$ cat config.mk
export PLATFORM = sky130hd
export DESIGN_NAME = send_window_ack_tracker_core_flat
export DESIGN_NICKNAME = d
export VERILOG_FILES = /design/src/hdl/swat_pkg.sv /design/src/hdl/swat_in_if.sv /design/src/hdl/swat_out_if.sv /design/src/hdl/swat_ram.sv /design/src/hdl/swat_front.sv /design/src/hdl/swat_cmd_queue.sv /design/src/hdl/swat_back.sv /design/src/hdl/send_window_ack_tracker_core.sv /design/src/flat_wrapper.sv
export SDC_FILE = /design/constraint.sdc
export NUM_CORES = 1
export LEC_CHECK = 0
export BUFFER_PORTS_ARGS = -buffer_cell sky130_fd_sc_hd__buf_4
export CAP_MARGIN = 20
export CORE_ASPECT_RATIO = 0.9
export CORE_MARGIN = 1.5
export CORE_UTILIZATION = 45
export DETAILED_ROUTE_END_ITERATION = 16
export SYNTH_ARGS = -nofsm -noshare
export SYNTH_HDL_FRONTEND = slang
export SYNTH_SLANG_ARGS = --single-unit
$ cat constraint.sdc
create_clock -name clk -period 6.15 [get_ports clk]
set_input_delay 1.5375 -clock clk [delete_from_list [all_inputs] [get_ports clk]]
set_output_delay 1.5375 -clock clk [all_outputs]
set_load 0.1 [all_outputs]
$ cat src/hdl/swat_pkg.sv
// Shared types, sizes and helpers of the send window ack tracker.
// No dependencies; every other design file but swat_ram refers to it by scoped names.
package swat_pkg;

	localparam int SEQ_MODULUS = 30720;
	localparam int QUEUE_DEPTH = 16;

	localparam int SEQ_W     = 16;
	localparam int LEN_W     = 16;
	localparam int CWND_W    = 16;
	localparam int SUM_W     = SEQ_W + 1;
	localparam int ENTRIES_W = 5;
	localparam int ENTRY_W   = 2 * SEQ_W;

	localparam int PTR_W = (QUEUE_DEPTH > 1) ? $clog2(QUEUE_DEPTH) : 1;
	localparam int CNT_W = $clog2(QUEUE_DEPTH + 1);

	// Remainder by shifted-modulus subtraction, one shift position a cycle
	localparam int MOD_BITS = $clog2(SEQ_MODULUS);
	localparam int K_MAX    = SUM_W - MOD_BITS;
	localparam int K_W      = (K_MAX > 0) ? $clog2(K_MAX + 1) : 1;

	localparam logic [1:0]        DUP_LIMIT  = 2'd3;
	localparam logic [CWND_W-1:0] CWND_RESET = 16'd1024;

	localparam int CMDQ_DEPTH = 2;
	localparam int CMDQ_PTR_W = 1;

	typedef enum logic {
		OP_PUSH = 1'b0,
		OP_ACK  = 1'b1
	} op_t;

	typedef enum logic [1:0] {
		STAT_OK     = 2'd0,
		STAT_RETX   = 2'd1,
		STAT_DUP    = 2'd2,
		STAT_REJECT = 2'd3
	} status_t;

	typedef struct packed {
		op_t              op;
		logic [SEQ_W-1:0] value;
		logic [LEN_W-1:0] length;
		logic [SUM_W-1:0] sum;
	} cmd_t;

	typedef struct packed {
		logic push;
		cmd_t cmd;
	} cmdq_wr_t;

	typedef struct packed {
		logic avail;
		cmd_t cmd;
	} cmdq_rd_t;

	// Advance a queue pointer by an offset of at most QUEUE_DEPTH, with wrap
	function automatic logic [PTR_W-1:0] ptr_add(logic [PTR_W-1:0] base,
			logic [CNT_W-1:0] offs);
		logic [CNT_W:0] sum;
		sum = (CNT_W + 1)'(base) + (CNT_W + 1)'(offs);
		if (sum >= (CNT_W + 1)'(QUEUE_DEPTH)) begin
			sum = sum - (CNT_W + 1)'(QUEUE_DEPTH);
		end
		return sum[PTR_W-1:0];
	endfunction

endpackage

$ cat src/hdl/swat_in_if.sv
// Input channel of the send window ack tracker: valid, ready and one item.
// Depends on swat_pkg for field widths.
interface swat_in_if;
	logic                       valid;
	logic                       ready;
	logic                       command;
	logic [swat_pkg::SEQ_W-1:0] seq_or_ack;
	logic [swat_pkg::LEN_W-1:0] payload_length;

	modport source (output valid, command, seq_or_ack, payload_length, input ready);
	modport sink (input valid, command, seq_or_ack, payload_length, output ready);
endinterface

$ cat src/hdl/swat_out_if.sv
// Result channel of the send window ack tracker: valid, ready and one result.
// Depends on swat_pkg for field widths.
interface swat_out_if;
	logic                           valid;
	logic                           ready;
	logic [1:0]                     status;
	logic [swat_pkg::SEQ_W-1:0]     window_start;
	logic [swat_pkg::SEQ_W-1:0]     window_end;
	logic [swat_pkg::ENTRIES_W-1:0] entries_held;
	logic [swat_pkg::SEQ_W-1:0]     retransmit_seq;

	modport source (output valid, status, window_start, window_end, entries_held,
		retransmit_seq, input ready);
	modport sink (input valid, status, window_start, window_end, entries_held,
		retransmit_seq, output ready);
endinterface

$ cat src/hdl/swat_ram.sv
// Generic single-port-write, single-port-read RAM with registered read data.
// No dependencies.
module swat_ram #(
	parameter int WIDTH = 32,
	parameter int DEPTH = 16,
	localparam int AW = (DEPTH > 1) ? $clog2(DEPTH) : 1
) (
	input  logic             clk,
	input  logic             wr_en,
	input  logic [AW-1:0]    wr_addr,
	input  logic [WIDTH-1:0] wr_data,
	input  logic [AW-1:0]    rd_addr,
	output logic [WIDTH-1:0] rd_data
);
	logic [WIDTH-1:0] mem [DEPTH];
	logic [WIDTH-1:0] rd_data_q;

	always_ff @(posedge clk) begin
		if (wr_en) begin
			mem[wr_addr] <= wr_data;
		end
		rd_data_q <= mem[rd_addr];
	end

	assign rd_data = rd_data_q;
endmodule

$ cat src/hdl/swat_front.sv
// Front end: accept input beats, decode the command, pre-add seq and length.
// Depends on swat_pkg and swat_in_if.
module swat_front (
	swat_in_if.sink          in_ch,
	input  logic             cmdq_full,
	output swat_pkg::cmdq_wr_t cmdq_wr
);
	assign in_ch.ready = !cmdq_full;

	always_comb begin
		cmdq_wr.push       = in_ch.valid && !cmdq_full;
		cmdq_wr.cmd.op     = swat_pkg::op_t'(in_ch.command);
		cmdq_wr.cmd.value  = in_ch.seq_or_ack;
		cmdq_wr.cmd.length = in_ch.payload_length;
		cmdq_wr.cmd.sum    = {1'b0, in_ch.seq_or_ack} + {1'b0, in_ch.payload_length};
	end
endmodule

$ cat src/hdl/swat_cmd_queue.sv
// Short command queue between the front end and the execution back end.
// Depends on swat_pkg.
module swat_cmd_queue (
	input  logic               clk,
	input  logic               arst_n,
	input  swat_pkg::cmdq_wr_t wr,
	output logic               full,
	input  logic               pop,
	output swat_pkg::cmdq_rd_t rd
);
	localparam int CW = swat_pkg::CMDQ_PTR_W + 1;

	swat_pkg::cmd_t                    slot_q [swat_pkg::CMDQ_DEPTH];
	logic [swat_pkg::CMDQ_PTR_W-1:0]   wr_ptr_q;
	logic [swat_pkg::CMDQ_PTR_W-1:0]   rd_ptr_q;
	logic [CW-1:0]                     count_q;
	logic                              do_push;
	logic                              do_pop;

	assign full     = (count_q == CW'(swat_pkg::CMDQ_DEPTH));
	assign rd.avail = (count_q != '0);
	assign rd.cmd   = slot_q[rd_ptr_q];
	assign do_push  = wr.push && !full;
	assign do_pop   = pop && rd.avail;

	function automatic logic [swat_pkg::CMDQ_PTR_W-1:0] bump(
			logic [swat_pkg::CMDQ_PTR_W-1:0] p);
		if (p == swat_pkg::CMDQ_PTR_W'(swat_pkg::CMDQ_DEPTH - 1)) begin
			return '0;
		end
		return p + swat_pkg::CMDQ_PTR_W'(1);
	endfunction

	always_ff @(posedge clk or negedge arst_n) begin
		if (!arst_n) begin
			wr_ptr_q <= '0;
			rd_ptr_q <= '0;
			count_q  <= '0;
		end else begin
			if (do_push) begin
				wr_ptr_q <= bump(wr_ptr_q);
			end
			if (do_pop) begin
				rd_ptr_q <= bump(rd_ptr_q);
			end
			if (do_push && !do_pop) begin
				count_q <= count_q + CW'(1);
			end else if (do_pop && !do_push) begin
				count_q <= count_q - CW'(1);
			end
		end
	end

	always_ff @(posedge clk) begin
		if (do_push) begin
			slot_q[wr_ptr_q] <= wr.cmd;
		end
	end
endmodule

$ cat src/hdl/swat_back.sv
// Back end: run push and ack commands against the segment queue and emit results.
// Depends on swat_pkg and swat_out_if; drives the entry RAM ports.
module swat_back (
	input  logic                           clk,
	input  logic                           arst_n,
	input  logic [swat_pkg::CWND_W-1:0]    cwnd,
	input  swat_pkg::cmdq_rd_t             cmdq_rd,
	output logic                           cmdq_pop,
	output logic                           ram_wr_en,
	output logic [swat_pkg::PTR_W-1:0]     ram_wr_addr,
	output logic [swat_pkg::ENTRY_W-1:0]   ram_wr_data,
	output logic [swat_pkg::PTR_W-1:0]     ram_rd_addr,
	input  logic [swat_pkg::ENTRY_W-1:0]   ram_rd_data,
	swat_out_if.source                     out_ch
);
	localparam int SEQ_W = swat_pkg::SEQ_W;
	localparam int CNT_W = swat_pkg::CNT_W;
	localparam int SUM_W = swat_pkg::SUM_W;
	localparam int K_W   = swat_pkg::K_W;
	localparam logic [SUM_W:0] MOD_EXT = (SUM_W + 1)'(swat_pkg::SEQ_MODULUS);

	typedef enum logic [6:0] {
		ST_IDLE   = 7'b0000001,
		ST_MOD    = 7'b0000010,
		ST_FLIGHT = 7'b0000100,
		ST_CHECK  = 7'b0001000,
		ST_SCAN   = 7'b0010000,
		ST_HEAD   = 7'b0100000,
		ST_DONE   = 7'b1000000
	} state_t;

	state_t                       state_q;
	swat_pkg::cmd_t               cmd_q;
	swat_pkg::status_t            status_q;
	logic [CNT_W-1:0]             occ_q;
	logic [swat_pkg::PTR_W-1:0]   head_q;
	logic [SEQ_W-1:0]             head_start_q;
	logic [1:0]                   dup_q;
	logic [SEQ_W-1:0]             start_q;
	logic [SEQ_W-1:0]             end_q;
	logic [SUM_W:0]               rem_q;
	logic [K_W-1:0]               k_q;
	logic [SEQ_W-1:0]             flight_q;
	logic [CNT_W-1:0]             scan_idx_q;
	logic                         out_valid_q;
	swat_pkg::status_t            out_status_q;
	logic [SEQ_W-1:0]             out_start_q;
	logic [SEQ_W-1:0]             out_end_q;
	logic [swat_pkg::ENTRIES_W-1:0] out_entries_q;
	logic [SEQ_W-1:0]             out_retx_q;

	logic [SUM_W:0]               mod_shifted;
	logic [SEQ_W:0]               wrap_sum;
	logic [SEQ_W-1:0]             flight_next;
	logic                         fits;
	logic                         room;
	logic [CNT_W-1:0]             drop_cnt;
	logic [swat_pkg::PTR_W-1:0]   scan_ptr;
	logic [SEQ_W-1:0]             rd_start;
	logic [SEQ_W-1:0]             rd_expected;
	logic [1:0]                   dup_next;
	logic                         out_free;

	assign mod_shifted = MOD_EXT << k_q;
	assign wrap_sum    = (SEQ_W + 1)'(swat_pkg::SEQ_MODULUS) - {1'b0, head_start_q}
		+ {1'b0, end_q};
	assign flight_next = (occ_q == '0) ? '0 :
		(head_start_q > end_q) ? wrap_sum[SEQ_W-1:0] : (end_q - head_start_q);
	assign fits = ({1'b0, flight_q} + {1'b0, cmd_q.length}) <= {1'b0, cwnd};
	assign room = occ_q < CNT_W'(swat_pkg::QUEUE_DEPTH);

	assign drop_cnt    = scan_idx_q + CNT_W'(1);
	assign scan_ptr    = swat_pkg::ptr_add(head_q, drop_cnt);
	assign rd_start    = ram_rd_data[swat_pkg::ENTRY_W-1:SEQ_W];
	assign rd_expected = ram_rd_data[SEQ_W-1:0];
	assign dup_next    = (dup_q == swat_pkg::DUP_LIMIT) ? dup_q : dup_q + 2'd1;
	assign out_free    = !out_valid_q || out_ch.ready;

	assign cmdq_pop    = (state_q == ST_IDLE) && cmdq_rd.avail;
	assign ram_rd_addr = (state_q == ST_SCAN) ? scan_ptr : head_q;
	assign ram_wr_en   = (state_q == ST_CHECK) && fits && room;
	assign ram_wr_addr = swat_pkg::ptr_add(head_q, occ_q);
	assign ram_wr_data = {cmd_q.value, rem_q[SEQ_W-1:0]};

	assign out_ch.valid          = out_valid_q;
	assign out_ch.status         = out_status_q;
	assign out_ch.window_start   = out_start_q;
	assign out_ch.window_end     = out_end_q;
	assign out_ch.entries_held   = out_entries_q;
	assign out_ch.retransmit_seq = out_retx_q;

	always_ff @(posedge clk or negedge arst_n) begin
		if (!arst_n) begin
			state_q       <= ST_IDLE;
			cmd_q         <= '0;
			status_q      <= swat_pkg::STAT_OK;
			occ_q         <= '0;
			head_q        <= '0;
			head_start_q  <= '0;
			dup_q         <= '0;
			start_q       <= '0;
			end_q         <= '0;
			rem_q         <= '0;
			k_q           <= '0;
			flight_q      <= '0;
			scan_idx_q    <= '0;
			out_valid_q   <= 1'b0;
			out_status_q  <= swat_pkg::STAT_OK;
			out_start_q   <= '0;
			out_end_q     <= '0;
			out_entries_q <= '0;
			out_retx_q    <= '0;
		end else begin
			// Drop a taken result; DONE reloads the register itself
			if (out_valid_q && out_ch.ready && state_q != ST_DONE) begin
				out_valid_q <= 1'b0;
			end
			unique case (state_q)
				ST_IDLE: begin
					if (cmdq_rd.avail) begin
						cmd_q      <= cmdq_rd.cmd;
						rem_q      <= (SUM_W + 1)'(cmdq_rd.cmd.sum);
						k_q        <= K_W'(swat_pkg::K_MAX);
						scan_idx_q <= '0;
						if (cmdq_rd.cmd.op == swat_pkg::OP_PUSH) begin
							state_q <= ST_MOD;
						end else if (occ_q == '0) begin
							status_q <= swat_pkg::STAT_REJECT;
							state_q  <= ST_DONE;
						end else begin
							state_q <= ST_SCAN;
						end
					end
				end
				ST_MOD: begin
					if (rem_q >= mod_shifted) begin
						rem_q <= rem_q - mod_shifted;
					end
					if (k_q == '0) begin
						state_q <= ST_FLIGHT;
					end else begin
						k_q <= k_q - K_W'(1);
					end
				end
				ST_FLIGHT: begin
					flight_q <= flight_next;
					state_q  <= ST_CHECK;
				end
				ST_CHECK: begin
					if (fits && room) begin
						end_q <= rem_q[SEQ_W-1:0];
						occ_q <= occ_q + CNT_W'(1);
						if (occ_q == '0) begin
							head_start_q <= cmd_q.value;
							start_q      <= cmd_q.value;
							dup_q        <= '0;
						end else begin
							start_q <= head_start_q;
						end
						status_q <= swat_pkg::STAT_OK;
					end else begin
						status_q <= swat_pkg::STAT_REJECT;
					end
					state_q <= ST_DONE;
				end
				ST_SCAN: begin
					if (rd_expected == cmd_q.value) begin
						occ_q    <= occ_q - drop_cnt;
						head_q   <= scan_ptr;
						start_q  <= cmd_q.value;
						dup_q    <= '0;
						status_q <= swat_pkg::STAT_OK;
						state_q  <= (occ_q != drop_cnt) ? ST_HEAD : ST_DONE;
					end else if (drop_cnt == occ_q) begin
						if (head_start_q == cmd_q.value) begin
							dup_q    <= dup_next;
							status_q <= (dup_next == swat_pkg::DUP_LIMIT) ?
								swat_pkg::STAT_RETX : swat_pkg::STAT_DUP;
						end else begin
							status_q <= swat_pkg::STAT_REJECT;
						end
						state_q <= ST_DONE;
					end else begin
						scan_idx_q <= drop_cnt;
					end
				end
				ST_HEAD: begin
					head_start_q <= rd_start;
					state_q      <= ST_DONE;
				end
				ST_DONE: begin
					if (out_free) begin
						out_valid_q   <= 1'b1;
						out_status_q  <= status_q;
						out_start_q   <= start_q;
						out_end_q     <= end_q;
						out_entries_q <= swat_pkg::ENTRIES_W'(occ_q);
						out_retx_q    <= (occ_q != '0) ? head_start_q : '0;
						state_q       <= ST_IDLE;
					end
				end
				default: begin
					state_q <= ST_IDLE;
				end
			endcase
		end
	end
endmodule

$ cat src/hdl/send_window_ack_tracker_core.sv
// Send window ack tracker. A push goes through pop, 3 remainder steps, flight count,
// window check and result load; an ack with entries held goes through pop, a walk of
// the held entries at one entry RAM read a cycle, a fetch of the new front after a
// partial cut, and result load. One command is in the back end at a time; the two-slot
// command queue and the result register let either side stall alone. Reset clears all
// state but the entry RAM and the command queue slots; congestion window 1024.
module send_window_ack_tracker_core (
	input  logic                        clk,
	input  logic                        arst_n,
	swat_in_if.sink                     in_ch,
	swat_out_if.source                  out_ch,
	input  logic                        cfg_write_enable,
	input  logic [swat_pkg::CWND_W-1:0] cfg_write_data
);
	// Congestion window; the user must write it only while the block is idle (not enforced)
	logic [swat_pkg::CWND_W-1:0] cwnd_q;

	swat_pkg::cmdq_wr_t           cmdq_wr;
	swat_pkg::cmdq_rd_t           cmdq_rd;
	logic                         cmdq_full;
	logic                         cmdq_pop;
	logic                         ram_wr_en;
	logic [swat_pkg::PTR_W-1:0]   ram_wr_addr;
	logic [swat_pkg::ENTRY_W-1:0] ram_wr_data;
	logic [swat_pkg::PTR_W-1:0]   ram_rd_addr;
	logic [swat_pkg::ENTRY_W-1:0] ram_rd_data;

	always_ff @(posedge clk or negedge arst_n) begin
		if (!arst_n) begin
			cwnd_q <= swat_pkg::CWND_RESET;
		end else if (cfg_write_enable) begin
			cwnd_q <= cfg_write_data;
		end
	end

	// Front: take beats while the queue has room, decode and pre-add
	swat_front u_front (
		.in_ch     (in_ch),
		.cmdq_full (cmdq_full),
		.cmdq_wr   (cmdq_wr)
	);

	// Hold decoded commands until the back end is free
	swat_cmd_queue u_cmd_queue (
		.clk    (clk),
		.arst_n (arst_n),
		.wr     (cmdq_wr),
		.full   (cmdq_full),
		.pop    (cmdq_pop),
		.rd     (cmdq_rd)
	);

	// Segment entries kept as a ring: {start seq, expected ack} per slot.
	// The front entry's start and dup count live in back-end registers.
	swat_ram #(
		.WIDTH (swat_pkg::ENTRY_W),
		.DEPTH (swat_pkg::QUEUE_DEPTH)
	) u_entry_ram (
		.clk     (clk),
		.wr_en   (ram_wr_en),
		.wr_addr (ram_wr_addr),
		.wr_data (ram_wr_data),
		.rd_addr (ram_rd_addr),
		.rd_data (ram_rd_data)
	);

	// Back: reduce, check the window, walk the ring for acks, drop acked entries
	swat_back u_back (
		.clk         (clk),
		.arst_n      (arst_n),
		.cwnd        (cwnd_q),
		.cmdq_rd     (cmdq_rd),
		.cmdq_pop    (cmdq_pop),
		.ram_wr_en   (ram_wr_en),
		.ram_wr_addr (ram_wr_addr),
		.ram_wr_data (ram_wr_data),
		.ram_rd_addr (ram_rd_addr),
		.ram_rd_data (ram_rd_data),
		.out_ch      (out_ch)
	);
endmodule

$ cat src/flat_wrapper.sv
// flat-port wrapper written by rule: the top's interface ports become plain ports
module send_window_ack_tracker_core_flat 
  (clk, arst_n, cfg_write_enable, cfg_write_data, in_ch_valid, in_ch_command, in_ch_seq_or_ack, in_ch_payload_length, in_ch_ready, out_ch_valid, out_ch_status, out_ch_window_start, out_ch_window_end, out_ch_entries_held, out_ch_retransmit_seq, out_ch_ready);
  swat_in_if in_ch_i ();
  swat_out_if out_ch_i ();
  input  logic clk;
  input  logic arst_n;
  input  logic cfg_write_enable;
  input  logic [swat_pkg::CWND_W-1:0] cfg_write_data;
  input wire logic [$bits(in_ch_i.valid)-1:0] in_ch_valid;
  input wire logic [$bits(in_ch_i.command)-1:0] in_ch_command;
  input wire logic [$bits(in_ch_i.seq_or_ack)-1:0] in_ch_seq_or_ack;
  input wire logic [$bits(in_ch_i.payload_length)-1:0] in_ch_payload_length;
  output wire logic [$bits(in_ch_i.ready)-1:0] in_ch_ready;
  output wire logic [$bits(out_ch_i.valid)-1:0] out_ch_valid;
  output wire logic [$bits(out_ch_i.status)-1:0] out_ch_status;
  output wire logic [$bits(out_ch_i.window_start)-1:0] out_ch_window_start;
  output wire logic [$bits(out_ch_i.window_end)-1:0] out_ch_window_end;
  output wire logic [$bits(out_ch_i.entries_held)-1:0] out_ch_entries_held;
  output wire logic [$bits(out_ch_i.retransmit_seq)-1:0] out_ch_retransmit_seq;
  input wire logic [$bits(out_ch_i.ready)-1:0] out_ch_ready;
  assign in_ch_i.valid = in_ch_valid;
  assign in_ch_i.command = in_ch_command;
  assign in_ch_i.seq_or_ack = in_ch_seq_or_ack;
  assign in_ch_i.payload_length = in_ch_payload_length;
  assign in_ch_ready = in_ch_i.ready;
  assign out_ch_valid = out_ch_i.valid;
  assign out_ch_status = out_ch_i.status;
  assign out_ch_window_start = out_ch_i.window_start;
  assign out_ch_window_end = out_ch_i.window_end;
  assign out_ch_entries_held = out_ch_i.entries_held;
  assign out_ch_retransmit_seq = out_ch_i.retransmit_seq;
  assign out_ch_i.ready = out_ch_ready;
  send_window_ack_tracker_core u_core (.clk(clk), .arst_n(arst_n), .in_ch(in_ch_i), .out_ch(out_ch_i), .cfg_write_enable(cfg_write_enable), .cfg_write_data(cfg_write_data));
endmodule
==> impl_metrics.ini <==
[yosys]
synthAdderAreaFrac = 0.0436
ys_ff_latch = 861
syn_area_sq_um = 37600
syn_nets = 3126
muxShareOfSynthArea = 0.0382
synth_top_family_by_area = compound AO/OA/AOI/OAI gates
synth_simple_gate_area_frac = 0.0945
seq_area_frac_synth = 0.650
async_flop_share = 0.252
synthXorXnorAreaFrac = 0.0230
synth_compound_area_frac = 0.121
ys_types = 73
yosysWarnings = 0
synth_edf_count = 612
avgSynthCellArea_sq_um = 12.7
synth_cells = 2951
ys.flop_type = edfxtp_1

[clock_network]
path_clk_slew_ns = 0.06
postCtsHoldBufs = 0
cts_tree = done
post-cts-setup-buffers = 0
cts_sinks = 861
ctsResizeCount = 0
htreeDepth = 3
cts_made_buffers = 89
ctsRootBufferMaster = clkbuf_16
clkLatencyLatePin_ns = 0.65
ctsLongestPathBuffers = 3

[critical_path]
path_class = flip-flop to flip-flop
end_kind = flip-flop
path_delay_family = compound AO/OA/AOI/OAI gates
crit_buf_inv = 1
path_common_cell = o21ai_0
required_ns = 6.42
r2r_start = u_core.u_back.cmd_q[18]
cp_max_fo = 32
cp_cell_sequence = ha_1 > a21o_1 > a21o_1 > a21oi_1 > o21ai_0 > a211oi_1 > o21bai_1 > a21oi_1 > xnor2_1 > ha_1 > o21ai_0 > nor2_1 > nor3_1 > o21ai_0 > o221ai_1 > o211ai_1 > or3_1 > nor3_4 > buf_4
reg2reg_depth = 19
rrSetupSlack_ns = 0.73
critPathMaxStageDelay_ns = 0.61
reg2reg_to = u_core.u_entry_ram.mem[10][27]
slowest_stage = or3_1
crit_arrival_ns = 5.69
worstSetupStartpointType = flip-flop

[final_layout]
final_layout_size_suffix_gt1_frac = 0.135
final_util = 0.521
fin_area_sq_um = 43000
multiInputGateArea_sq_um = 12300
stdcell_count = 4259
layout_common_cells = edfxtp_1 (612), nand2_1 (438), dfrtp_1 (213)
fill_cells = 7085
layout_commonest_cell = edfxtp_1
seq_area_sq_um = 24500
area_growth_pct = 14.4
nets = 3237

[power_and_ir_drop]
leakage_uw = 0.0164
vdd_drop_max_mv = 0.406
powerDensity_nw_per_um2 = 442

[floorplan]
boundaryPins = 111
fp.coreArea_sq_um = 82700
die_area_sq_um = 85400
die_x_microns = 308
rows = 100
die_h_microns = 277
start_util = 0.455

[timing]
max_freq_mhz = 185
setup_viol = 0
post-route-period-util = 0.881
period_needed_ns = 5.42
max_slew_margin = 0.209
worstMarginPinSlew_ns = 1.19
fin_setup_tns_ns = 0
rsz0062_at_grt = no
fin_skew_ns = 0.0256
drv_slew = 0
hold_viol = 0

[worst_hold_path]
worstHoldEndpoint = u_core.u_back.head_start_q[12]
hold_depth = 2
hp-class = flip-flop to flip-flop
hp-start = u_core.u_entry_ram.rd_data[28]

[detailed_routing]
drcViolationCount = 0
first_iter_violations = 2276
drtAntennaViolNets = 0
wl_microns = 101000
detail_route.wl_per_cell_microns = 23.8
vias_per_cell = 5.68
vias = 24172
firstDrtPassIters = 6

[job]
maxCapViolCount = 0

[placement]
port-buffer-count = 110
dpl_cell_area_sq_um = 40100
placedCellCount = 4091
gp_congestion = 0.879
place_hpwl_microns = 65100

[global_routing]
grt-ovfl-total = 0
grt_max_degree = 129
grt_first_pass_wirelength_microns = 152000
antenna_found_initial = 1
grt.total_usage = 0.239
grt_pass1_vias = 24121

[status]
outcome = finished, final reports clean
[flip-flops by register name, indices dropped and copies added (netlist names), 18 cells and up]
signal,cells
u_core.u_entry_ram.mem,512
u_core.u_cmd_queue.slot_q,100
u_core.u_entry_ram.rd_data,32
u_core.u_back.rem_q,18
[worst min-delay path: cells and delay by family, from the launching register on]
kind,cells,cell delay [ns]
flops,1,0.30
compound gates,1,0.05
simple gates,1,0.10
[area by class of cell]
class                           instances  area share
Antenna cell                            1   0.0000581
Multi-Input combinational cell       1813       0.285
Clock inverter                         33     0.00738
Sequential cell                       861       0.568
Timing Repair Buffer                  181      0.0367
Tap cell                             1122      0.0326
Clock buffer                          132      0.0604
Inverter                              116      0.0101
[synthesized netlist by cell type, types with 66 or more instances]
library cell,instances,area [sq um]
dfrtp_1,215,5380
ha_1,104,1300
nor2_1,94,353
a311oi_1,66,578
a21oi_1,115,576
nand2_1,439,1650
xnor2_1,74,648
and2_1,132,826
mux2i_1,70,701
a31oi_1,71,444
a211oi_1,165,1240
inv_1,115,432
o21ai_0,137,686
edfxtp_1,612,18400
clkbuf_1,99,372
[metal layers]
layer	GRT usage	vias up	share of wire
li1	-	11100	-
met1	0.327	12201	0.43
met2	0.387	711	0.48
met3	0.0412	160	0.055
met4	0.0779	0	0.032
met5	0	-	0
[worst max path at each step]
stage,from,to,cells past startpoint
after floorplan,u_core.u_back.cmd_q[18],u_core.u_entry_ram.mem[14][0],19
after global placement,u_core.u_back.cmd_q[18],u_core.u_entry_ram.mem[10][10],19
after detailed placement,u_core.u_back.cmd_q[18],u_core.u_entry_ram.mem[8][10],19
after CTS,u_core.u_back.cmd_q[18],u_core.u_entry_ram.mem[8][14],19
after global routing,u_core.u_back.cmd_q[18],u_core.u_entry_ram.mem[8][15],19
final,u_core.u_back.cmd_q[18],u_core.u_entry_ram.mem[10][27],19
[per-stage QoR]
stage               setup slack [ns]  total power, uW  hold slack [ns]
floorplan                      0.730            11500            0.446
global placement               0.763            13700            0.469
detailed placement             0.829            13800            0.461
CTS                            0.792            19100            0.479
global route                   0.398            19900            0.493
finish                         0.733            19000            0.478
[logic make-up after synthesis]
logic type / Yosys count
buffers and inverters: 277
multiplexers: 133
adder cells (fa/ha/maj): 121
AND/OR/NAND/NOR: 784
XOR/XNOR: 99
flip-flops: 861
AO/OA/AOI/OAI: 676
[power breakdown]
part | switching (uW) | leakage [uW] | internal (uW) | total [uW]
clock network | 2240 | 0.00144 | 3110 | 5350
registers | 692 | 0.00868 | 7310 | 8010
logic | 4020 | 0.00627 | 1650 | 5670
(Power assumes the default switching activity.)
